File: src/gps_nmea_ubx_frame_splitter_macros.svh
// ----------------------------------------------------------------------------
// GPS frame splitter assertion macros
// Concurrent assertion wrappers, empty when SYNTHESIS is defined.
// ----------------------------------------------------------------------------
`ifndef GPS_NMEA_UBX_FRAME_SPLITTER_MACROS_SVH
`define GPS_NMEA_UBX_FRAME_SPLITTER_MACROS_SVH

`ifndef SYNTHESIS
// same-cycle implication
`define GNUFS_ASSERT_NOW(label, clk, rst_n, ante, cons) \
  label: assert property (@(posedge clk) disable iff (!rst_n) (ante) |-> (cons)) \
    else $error("gnufs assertion failed");
// next-cycle implication
`define GNUFS_ASSERT_NEXT(label, clk, rst_n, ante, cons) \
  label: assert property (@(posedge clk) disable iff (!rst_n) (ante) |=> (cons)) \
    else $error("gnufs assertion failed");
`else
`define GNUFS_ASSERT_NOW(label, clk, rst_n, ante, cons)
`define GNUFS_ASSERT_NEXT(label, clk, rst_n, ante, cons)
`endif

`endif

File: src/gnufs_pkg.sv
// ----------------------------------------------------------------------------
// GPS frame splitter package
// Codes, byte constants and the per-beat result record.
// ----------------------------------------------------------------------------
package gnufs_pkg;

  // parser modes
  localparam logic [1:0] MODE_HUNT = 2'd0;
  localparam logic [1:0] MODE_NMEA = 2'd1;
  localparam logic [1:0] MODE_UBX  = 2'd2;

  // frame kinds
  localparam logic [1:0] KIND_NONE = 2'd0;
  localparam logic [1:0] KIND_NMEA = 2'd1;
  localparam logic [1:0] KIND_UBX  = 2'd2;

  // status codes
  localparam logic [2:0] ST_BUSY     = 3'd0;
  localparam logic [2:0] ST_OK       = 3'd1;
  localparam logic [2:0] ST_CSUM_BAD = 3'd2;
  localparam logic [2:0] ST_DISCARD  = 3'd3;
  localparam logic [2:0] ST_BAD_SYNC = 3'd4;
  localparam logic [2:0] ST_TOO_LONG = 3'd5;
  localparam logic [2:0] ST_OVERFLOW = 3'd6;

  // framing bytes
  localparam logic [7:0] NMEA_START = 8'h24;
  localparam logic [7:0] LINE_FEED  = 8'h0A;
  localparam logic [7:0] UBX_SYNC1  = 8'hB5;
  localparam logic [7:0] UBX_SYNC2  = 8'h62;

  // UBX header positions
  localparam logic [15:0] UBX_POS_SYNC2  = 16'd1;
  localparam logic [15:0] UBX_POS_CLASS  = 16'd2;
  localparam logic [15:0] UBX_POS_ID     = 16'd3;
  localparam logic [15:0] UBX_POS_LEN_LO = 16'd4;
  localparam logic [15:0] UBX_POS_LEN_HI = 16'd5;

  // header plus checksum bytes around the payload
  localparam logic [16:0] UBX_OVERHEAD = 17'd8;
  // checksum bytes at the tail
  localparam logic [16:0] UBX_TAIL     = 17'd2;

  localparam logic [15:0] MAX_FRAME_RESET = 16'd512;
  localparam logic [15:0] COUNT_SHOW_MAX  = 16'hFFFF;

  typedef struct packed {
    logic [7:0]  byte_out;
    logic [1:0]  frame_kind;
    logic [15:0] byte_position;
    logic        frame_start;
    logic        frame_end;
    logic [2:0]  status;
    logic [7:0]  msg_class;
    logic [7:0]  msg_id;
    logic [15:0] frame_length;
    logic [15:0] checksum_error_count;
  } result_t;

endpackage

File: src/gnufs_parser.sv
// ----------------------------------------------------------------------------
// GPS frame splitter parser
// Parse state, Fletcher sums and failure counter; classifies one byte per step.
// ----------------------------------------------------------------------------
module gnufs_parser #(
  parameter int ERROR_COUNT_BITS = 16
) (
  input  logic                  clk,
  input  logic                  rst_n,
  input  logic                  step,
  input  logic [7:0]            rx_byte,
  input  logic [15:0]           max_frame_len,
  output gnufs_pkg::result_t    res
);
  import gnufs_pkg::*;

  localparam int CW = (ERROR_COUNT_BITS > 16) ? ERROR_COUNT_BITS : 16;

  logic [1:0]                  mode_r, mode_nxt;
  logic [15:0]                 idx_r, idx_nxt;
  logic [16:0]                 exp_len_r, exp_len_nxt;
  logic [7:0]                  sum_a_r, sum_a_nxt;
  logic [7:0]                  sum_b_r, sum_b_nxt;
  logic [7:0]                  class_r, class_nxt;
  logic [7:0]                  id_r, id_nxt;
  logic [7:0]                  len_lo_r, len_lo_nxt;
  logic                        first_ok_r, first_ok_nxt;
  logic [ERROR_COUNT_BITS-1:0] fail_r, fail_nxt;

  logic [7:0]  add_a, add_b;
  logic [16:0] pos_tail;
  logic [16:0] hdr_len;

  // Fletcher step and length arithmetic
  assign add_a     = sum_a_r + rx_byte;
  assign add_b     = sum_b_r + add_a;
  assign pos_tail  = {1'b0, idx_r} + UBX_TAIL;
  assign hdr_len   = {1'b0, rx_byte, len_lo_r} + UBX_OVERHEAD;

  // next state and result for the byte at hand
  always_comb begin
    logic [CW-1:0] fail_show;
    mode_nxt     = mode_r;
    idx_nxt      = idx_r;
    exp_len_nxt  = exp_len_r;
    sum_a_nxt    = sum_a_r;
    sum_b_nxt    = sum_b_r;
    class_nxt    = class_r;
    id_nxt       = id_r;
    len_lo_nxt   = len_lo_r;
    first_ok_nxt = first_ok_r;
    fail_nxt     = fail_r;
    res          = '0;
    res.byte_out = rx_byte;

    case (mode_r)
      MODE_NMEA: begin
        res.frame_kind    = KIND_NMEA;
        res.byte_position = idx_r;
        if (idx_r >= max_frame_len) begin
          res.frame_end = 1'b1;
          res.status    = ST_OVERFLOW;
          mode_nxt      = MODE_HUNT;
          idx_nxt       = '0;
        end else if (rx_byte == LINE_FEED) begin
          res.frame_end    = 1'b1;
          res.status       = ST_OK;
          res.frame_length = idx_r + 16'd1;
          mode_nxt         = MODE_HUNT;
          idx_nxt          = '0;
        end else begin
          idx_nxt = idx_r + 16'd1;
        end
      end

      MODE_UBX: begin
        res.frame_kind    = KIND_UBX;
        res.byte_position = idx_r;
        if (idx_r == UBX_POS_SYNC2) begin
          if (rx_byte != UBX_SYNC2) begin
            res.frame_end = 1'b1;
            res.status    = ST_BAD_SYNC;
            mode_nxt      = MODE_HUNT;
            idx_nxt       = '0;
          end else begin
            idx_nxt = idx_r + 16'd1;
          end
        end else if (idx_r == UBX_POS_CLASS || idx_r == UBX_POS_ID ||
                     idx_r == UBX_POS_LEN_LO) begin
          if (idx_r == UBX_POS_CLASS) class_nxt  = rx_byte;
          if (idx_r == UBX_POS_ID)    id_nxt     = rx_byte;
          if (idx_r == UBX_POS_LEN_LO) len_lo_nxt = rx_byte;
          sum_a_nxt = add_a;
          sum_b_nxt = add_b;
          idx_nxt   = idx_r + 16'd1;
        end else if (idx_r == UBX_POS_LEN_HI) begin
          sum_a_nxt   = add_a;
          sum_b_nxt   = add_b;
          exp_len_nxt = hdr_len;
          if (hdr_len > {1'b0, max_frame_len}) begin
            res.frame_end = 1'b1;
            res.status    = ST_TOO_LONG;
            mode_nxt      = MODE_HUNT;
            idx_nxt       = '0;
          end else begin
            idx_nxt = idx_r + 16'd1;
          end
        end else if (pos_tail < exp_len_r) begin
          // payload
          sum_a_nxt = add_a;
          sum_b_nxt = add_b;
          idx_nxt   = idx_r + 16'd1;
        end else if (pos_tail == exp_len_r) begin
          // first check byte
          first_ok_nxt = (rx_byte == sum_a_r);
          idx_nxt      = idx_r + 16'd1;
        end else begin
          // second check byte closes the frame
          res.frame_end    = 1'b1;
          res.frame_length = exp_len_r[15:0];
          if (first_ok_r && (rx_byte == sum_b_r)) begin
            res.status = ST_OK;
          end else begin
            res.status = ST_CSUM_BAD;
            if (fail_r != {ERROR_COUNT_BITS{1'b1}}) fail_nxt = fail_r + 1'b1;
          end
          mode_nxt = MODE_HUNT;
          idx_nxt  = '0;
        end
        res.msg_class = class_nxt;
        res.msg_id    = id_nxt;
      end

      default: begin
        // hunting, also for the unused mode code
        mode_nxt = MODE_HUNT;
        if (rx_byte == NMEA_START) begin
          res.frame_kind  = KIND_NMEA;
          res.frame_start = 1'b1;
          mode_nxt        = MODE_NMEA;
          idx_nxt         = 16'd1;
        end else if (rx_byte == UBX_SYNC1) begin
          res.frame_kind  = KIND_UBX;
          res.frame_start = 1'b1;
          mode_nxt        = MODE_UBX;
          idx_nxt         = 16'd1;
          sum_a_nxt       = '0;
          sum_b_nxt       = '0;
          class_nxt       = '0;
          id_nxt          = '0;
          len_lo_nxt      = '0;
          first_ok_nxt    = 1'b0;
          exp_len_nxt     = '0;
        end else begin
          res.status = ST_DISCARD;
          idx_nxt    = '0;
        end
      end
    endcase

    // failure count shown saturated to the port width
    fail_show = CW'(fail_nxt);
    res.checksum_error_count = (fail_show > CW'(COUNT_SHOW_MAX)) ? COUNT_SHOW_MAX
                                                                  : fail_show[15:0];
  end

  // parse state
  always_ff @(posedge clk) begin
    if (!rst_n) begin
      mode_r     <= MODE_HUNT;
      idx_r      <= '0;
      exp_len_r  <= '0;
      sum_a_r    <= '0;
      sum_b_r    <= '0;
      class_r    <= '0;
      id_r       <= '0;
      len_lo_r   <= '0;
      first_ok_r <= 1'b0;
      fail_r     <= '0;
    end else if (step) begin
      mode_r     <= mode_nxt;
      idx_r      <= idx_nxt;
      exp_len_r  <= exp_len_nxt;
      sum_a_r    <= sum_a_nxt;
      sum_b_r    <= sum_b_nxt;
      class_r    <= class_nxt;
      id_r       <= id_nxt;
      len_lo_r   <= len_lo_nxt;
      first_ok_r <= first_ok_nxt;
      fail_r     <= fail_nxt;
    end
  end

endmodule

File: src/gps_nmea_ubx_frame_splitter.sv
// ----------------------------------------------------------------------------
// GPS NMEA/UBX frame splitter
// Tags every received byte with frame kind, position and status.
// An input beat passes the input register and the result register on its way
// to a result beat. Throughput: one byte per cycle while out_tready is not
// held low. Reset (rst_n low, synchronous) empties both registers, returns
// the parser to hunting, clears the failure count and loads max_frame_len 512.
// ----------------------------------------------------------------------------
`include "gps_nmea_ubx_frame_splitter_macros.svh"

module gps_nmea_ubx_frame_splitter #(
  parameter int ERROR_COUNT_BITS = 16
) (
  input  logic        clk,
  input  logic        rst_n,
  // input stream
  input  logic        in_tvalid,
  output logic        in_tready,
  input  logic [7:0]  in_tdata,     // [7:0] rx_byte
  // result stream
  output logic        out_tvalid,
  input  logic        out_tready,
  output logic [79:0] out_tdata,    // [7:0] byte_out, [23:8] byte_position,
                                    // [26:24] status, [34:27] msg_class,
                                    // [42:35] msg_id, [58:43] frame_length,
                                    // [74:59] checksum_error_count, rest zero
  output logic [2:0]  out_tuser,    // [1:0] frame_kind, [2] frame_start
  output logic        out_tlast,    // frame_end
  // configuration
  input  logic        cfg_wr_en,
  input  logic [15:0] cfg_wr_data   // max_frame_len
);
  import gnufs_pkg::*;

  logic        in_valid_r, in_valid_nxt;
  logic [7:0]  in_byte_r;
  logic        out_valid_r, out_valid_nxt;
  result_t     out_res_r;
  logic [15:0] max_len_r;
  logic        advance;
  result_t     res;

  // a byte moves on when the result register is free or being emptied
  assign advance      = in_valid_r && (!out_valid_r || out_tready);
  assign in_tready    = !in_valid_r || advance;
  assign in_valid_nxt = (in_tvalid && in_tready) ? 1'b1 :
                        advance                  ? 1'b0 : in_valid_r;
  assign out_valid_nxt = advance    ? 1'b1 :
                         out_tready ? 1'b0 : out_valid_r;

  gnufs_parser #(
    .ERROR_COUNT_BITS (ERROR_COUNT_BITS)
  ) u_parser (
    .clk           (clk),
    .rst_n         (rst_n),
    .step          (advance),
    .rx_byte       (in_byte_r),
    .max_frame_len (max_len_r),
    .res           (res)
  );

  // handshake state and frame limit
  always_ff @(posedge clk) begin
    if (!rst_n) begin
      in_valid_r  <= 1'b0;
      out_valid_r <= 1'b0;
      max_len_r   <= MAX_FRAME_RESET;
    end else begin
      in_valid_r  <= in_valid_nxt;
      out_valid_r <= out_valid_nxt;
      if (cfg_wr_en) max_len_r <= cfg_wr_data;
    end
  end

  // payload registers
  always_ff @(posedge clk) begin
    if (in_tvalid && in_tready) in_byte_r <= in_tdata;
    if (advance)                out_res_r <= res;
  end

  // output packing
  assign out_tvalid = out_valid_r;
  assign out_tdata  = {5'd0,
                       out_res_r.checksum_error_count,
                       out_res_r.frame_length,
                       out_res_r.msg_id,
                       out_res_r.msg_class,
                       out_res_r.status,
                       out_res_r.byte_position,
                       out_res_r.byte_out};
  assign out_tuser  = {out_res_r.frame_start, out_res_r.frame_kind};
  assign out_tlast  = out_res_r.frame_end;

  // an opening byte never closes its frame
  `GNUFS_ASSERT_NOW(a_start_not_end, clk, rst_n,
    out_valid_r && out_res_r.frame_start, !out_res_r.frame_end && out_res_r.status == ST_BUSY)
  // length only reported on a closing beat
  `GNUFS_ASSERT_NOW(a_len_on_end, clk, rst_n,
    out_valid_r && !out_res_r.frame_end, out_res_r.frame_length == 16'd0)
  // unframed bytes are discarded at position zero
  `GNUFS_ASSERT_NOW(a_none_discard, clk, rst_n,
    out_valid_r && out_res_r.frame_kind == KIND_NONE,
    out_res_r.status == ST_DISCARD && out_res_r.byte_position == 16'd0)
  // a taken byte always lands in the result register
  `GNUFS_ASSERT_NEXT(a_advance_loads, clk, rst_n, advance, out_valid_r)

endmodule
File: config.mk
export PLATFORM = sky130hd
export DESIGN_NAME = gps_nmea_ubx_frame_splitter
export DESIGN_NICKNAME = d
export VERILOG_FILES = /design/src/gnufs_pkg.sv /design/src/gnufs_parser.sv /design/src/gps_nmea_ubx_frame_splitter.sv
export VERILOG_INCLUDE_DIRS = /design/src /design/src/src
export SDC_FILE = /design/constraint.sdc
export NUM_CORES = 1
export LEC_CHECK = 0
export BUFFER_PORTS_ARGS = -buffer_cell sky130_fd_sc_hd__buf_2
export CAP_MARGIN = 20
export CORE_ASPECT_RATIO = 0.9
export CORE_MARGIN = 5
export CORE_UTILIZATION = 37
export CTS_CLUSTER_SIZE = 14
export DETAILED_ROUTE_END_ITERATION = 16
export HOLD_SLACK_MARGIN = 0.02
export SLEW_MARGIN = 10
export SYNTH_ARGS = -nofsm -noshare
export SYNTH_HDL_FRONTEND = slang
export SYNTH_SLANG_ARGS = --single-unit
File: constraint.sdc
create_clock -name clk -period 5.9 [get_ports clk]
set_input_delay 1.18 -clock clk [delete_from_list [all_inputs] [get_ports clk]]
set_output_delay 1.18 -clock clk [all_outputs]
set_load 0.01 [all_outputs]
==> results.ini <==
[clock_network]
postCtsSetupRepairBufs=0
cts_buffer_depth=2
cts_tree=done
cts_root_buf=clkbuf_16
numCtsBuffers=17
numClockSinks=197
ctsResizeCount=0
clk_pin_slew_worst_paths_ns=0.07
worstSkewPairLatency_ns=0.44
postCtsHoldBufs=0
h-tree-depth=4

[synthesis]
synthXorXnorAreaFrac=0.0634
syn_avg_cell_area_um2=9.35
synth_cells=1152
synth_compound_area_frac=0.108
synth_top_family_by_area=simple AND/OR/NAND/NOR gates
syn_area_mm2=0.0108
synth_edf_count=87
synth_flop_cell=dfxtp_1
yosys.area_share.adder=0.0873
synth-seq-cells=197
synth_mux_area_frac=0.0467
ys_seq_area_frac=0.447
async_flop_share=0
synth_warnings=0
synthDistinctLibCells=67
yosys.area_share.simple=0.198

[routing]
wire_per_inst_um=17.4
drt-total-wl_um=27900
routed-via-count=8504
top_layer=met5
routed_via_density=5.32
m1WireLength_um=13600
wl_met3_um=1850
wl_met2_um=12200
ant_nets=0
drc=0
dr.pass1.iters=5
initialDrtViolationCount=667

[power_and_ir_drop]
power.share.sequential=0.530
combPwrFrac=0.064
power_leakage_nw=4.46
vdd_ir_drop_max_mv=0.192
p_per_area_mw_per_mm2=230
p_int_mw=2.10
pwr-share-clk=0.406
p_sw_uw=686
switching_share=0.246

[worst_setup_path]
crit_slowest_cell=dfxtp_1
crit_path_max_incr_delay_ns=0.72
path_max_fanout=18
cp-end-kind=register
required_ns=6.16
path_cells=ha_1 -> nand4_1 -> xnor2_1 -> ha_1 -> nand4_1 -> or2_1 -> a31oi_1 -> o31ai_4 -> or4_1 -> nor2_2 -> nand2_1 -> o21ai_0
critPathArrivalTime_ns=4.68
path_class=reg2reg
crit_path_start_kind=register

[cells_and_area]
area_growth_pct=12.6
final_common_cell=nor2_1
stdcell_count=1600
most-common-layout-cells=nor2_1, dfxtp_1, buf_2, nand2_1, edfxtp_1
seqCellArea_mm2=0.00481
drive_gt1_frac=0.140
nNetsFinal=1323
fillCellCount=2837
multi_input_area_mm2=0.00545

[sta]
setup_tns_ns=0
layout_min_cycle_time_ns=4.42
grt_setup_unrepaired=false
setup_viol=0
fin_ws_ns=1.48
relSlewSlack=0.315
fmax_mhz=226
hold_ws_ns=0.468
skew_ns=0.0115
post-route-period-util=0.750
slew_viol_final=0
final-hold-violation-count=0
worst_pin_slew_ns=1.02

[placement]
io_buffers=109
hpwlAfterDp_um=20100
pre_cts_slack_ns=1.58
placed_cells=1567
place_congestion=0.852

[floorplanning]
rows=59
fp.dieW_um=190
io_pins=115
die_area_mm2=0.0326
die_h_um=172
core_mm2=0.0288
start_util=0.374

[grt]
grt.overflow.total=0
antenna_found_initial=3
grt_pass1_vias=7822
grt_usage=0.168
grt_max_degree=67
grt_first_pass_wirelength_um=43400

[run]
maxCapViolCount=0

[outcome]
outcome=finished, final reports clean

[min_path]
worstHoldPathType=reg2reg

power groups by stage:
stage          sequential (mW)  combinational (mW)  clock, mW
5_1_grt                   1.48               0.197       1.21
3_5_place_dp              1.51               0.180          0
2_1_floorplan             1.51               0.105          0
6_report                  1.48               0.178       1.13
3_3_place_gp              1.51               0.178          0
4_1_cts                   1.48               0.180       1.16
worst max-delay path, delay by kind of cell, from the launching register on:
family	cells	cell delay [ns]
simple gates	6	2.01
xor+xnor	1	0.19
compound gates	3	0.57
flops	1	0.72
fa+ha+maj	2	0.74
flip-flops by register name (all words and copies together) (netlist names), 2 cells and up:
| signal | count |
|---|---|
| u_parser.exp_len_r | 17 |
| out_tdata | 75 |
| max_len_r | 16 |
| u_parser.sum_b_r | 8 |
| u_parser.id_r | 8 |
| u_parser.idx_r | 16 |
| u_parser.mode_r | 2 |
| out_tuser | 3 |
| u_parser.class_r | 8 |
| u_parser.len_lo_r | 8 |
| u_parser.sum_a_r | 8 |
| u_parser.fail_r | 16 |
| in_byte_r | 8 |
per-layer routing:
metal,GRT usage,vias to the layer above
met4,0.0336,4
met1,0.242,4024
met2,0.261,249
li1,-,4204
met5,0,-
met3,0.0382,23
cell families (layout without fill, tap and decap cells):
group / count (synthesis) / in the layout
and+or+nand+nor: 439 / 439
DFF: 197 / 197
AOI/OAI and AO/OA: 185 / 185
buffers and inverters: 128 / 205
xor gates and xnor gates: 78 / 78
adders and majority gates: 74 / 74
muxes: 50 / 50
other: 1 / 6
Yosys cell counts, drive strengths merged, types with 8 or more instances:
cell,number,share of area
nor4b,10,0.0093
a21oi,56,0.026
nor2b,24,0.014
clkbuf,43,0.015
ha,72,0.084
nand3,56,0.027
inv,52,0.018
and3,15,0.0092
mux2i,48,0.045
nor4,8,0.0046
a31oi,8,0.0046
a22oi,25,0.017
nor3,23,0.011
and2,9,0.0052
edfxtp,87,0.24
o21ai,53,0.025
buf,32,0.016
nand2,101,0.035
xnor2,48,0.039
dfxtp,110,0.20
nand4,23,0.013
nor2,143,0.050
xor2,30,0.024
final timing paths:
path | slack [ns] | from | end | cells past startpoint
max | 1.48 | u_parser.idx_r[2] | out_tdata[43] | 12
min | 0.47 | u_parser.exp_len_r[16] | u_parser.exp_len_r[16] | 2
max reg2reg | 1.48 | u_parser.idx_r[2] | out_tdata[43] | 12
min reg2reg | 0.47 | u_parser.exp_len_r[16] | u_parser.exp_len_r[16] | 2
per-stage QoR:
step | total power, mW | instance area [um^2] | util
after floorplan | 1.62 | 10800 | -
after global placement | 1.69 | 11600 | 0.402
after detailed placement | 1.69 | 11600 | 0.402
after CTS | 2.82 | 12100 | 0.421
after global routing | 2.89 | 12100 | 0.421
final | 2.79 | 12100 | 0.421
layout make-up:
class / instances / area share
Multi-Input combinational cell: 831 / 0.449
Inverter: 53 / 0.0166
Sequential cell: 197 / 0.397
Tap cell: 366 / 0.0377
Antenna cell: 1 / 0.000206
Timing Repair Buffer: 120 / 0.0528
Clock buffer: 21 / 0.0388
Clock inverter: 11 / 0.00753
Power figures use the tool's default switching activity.
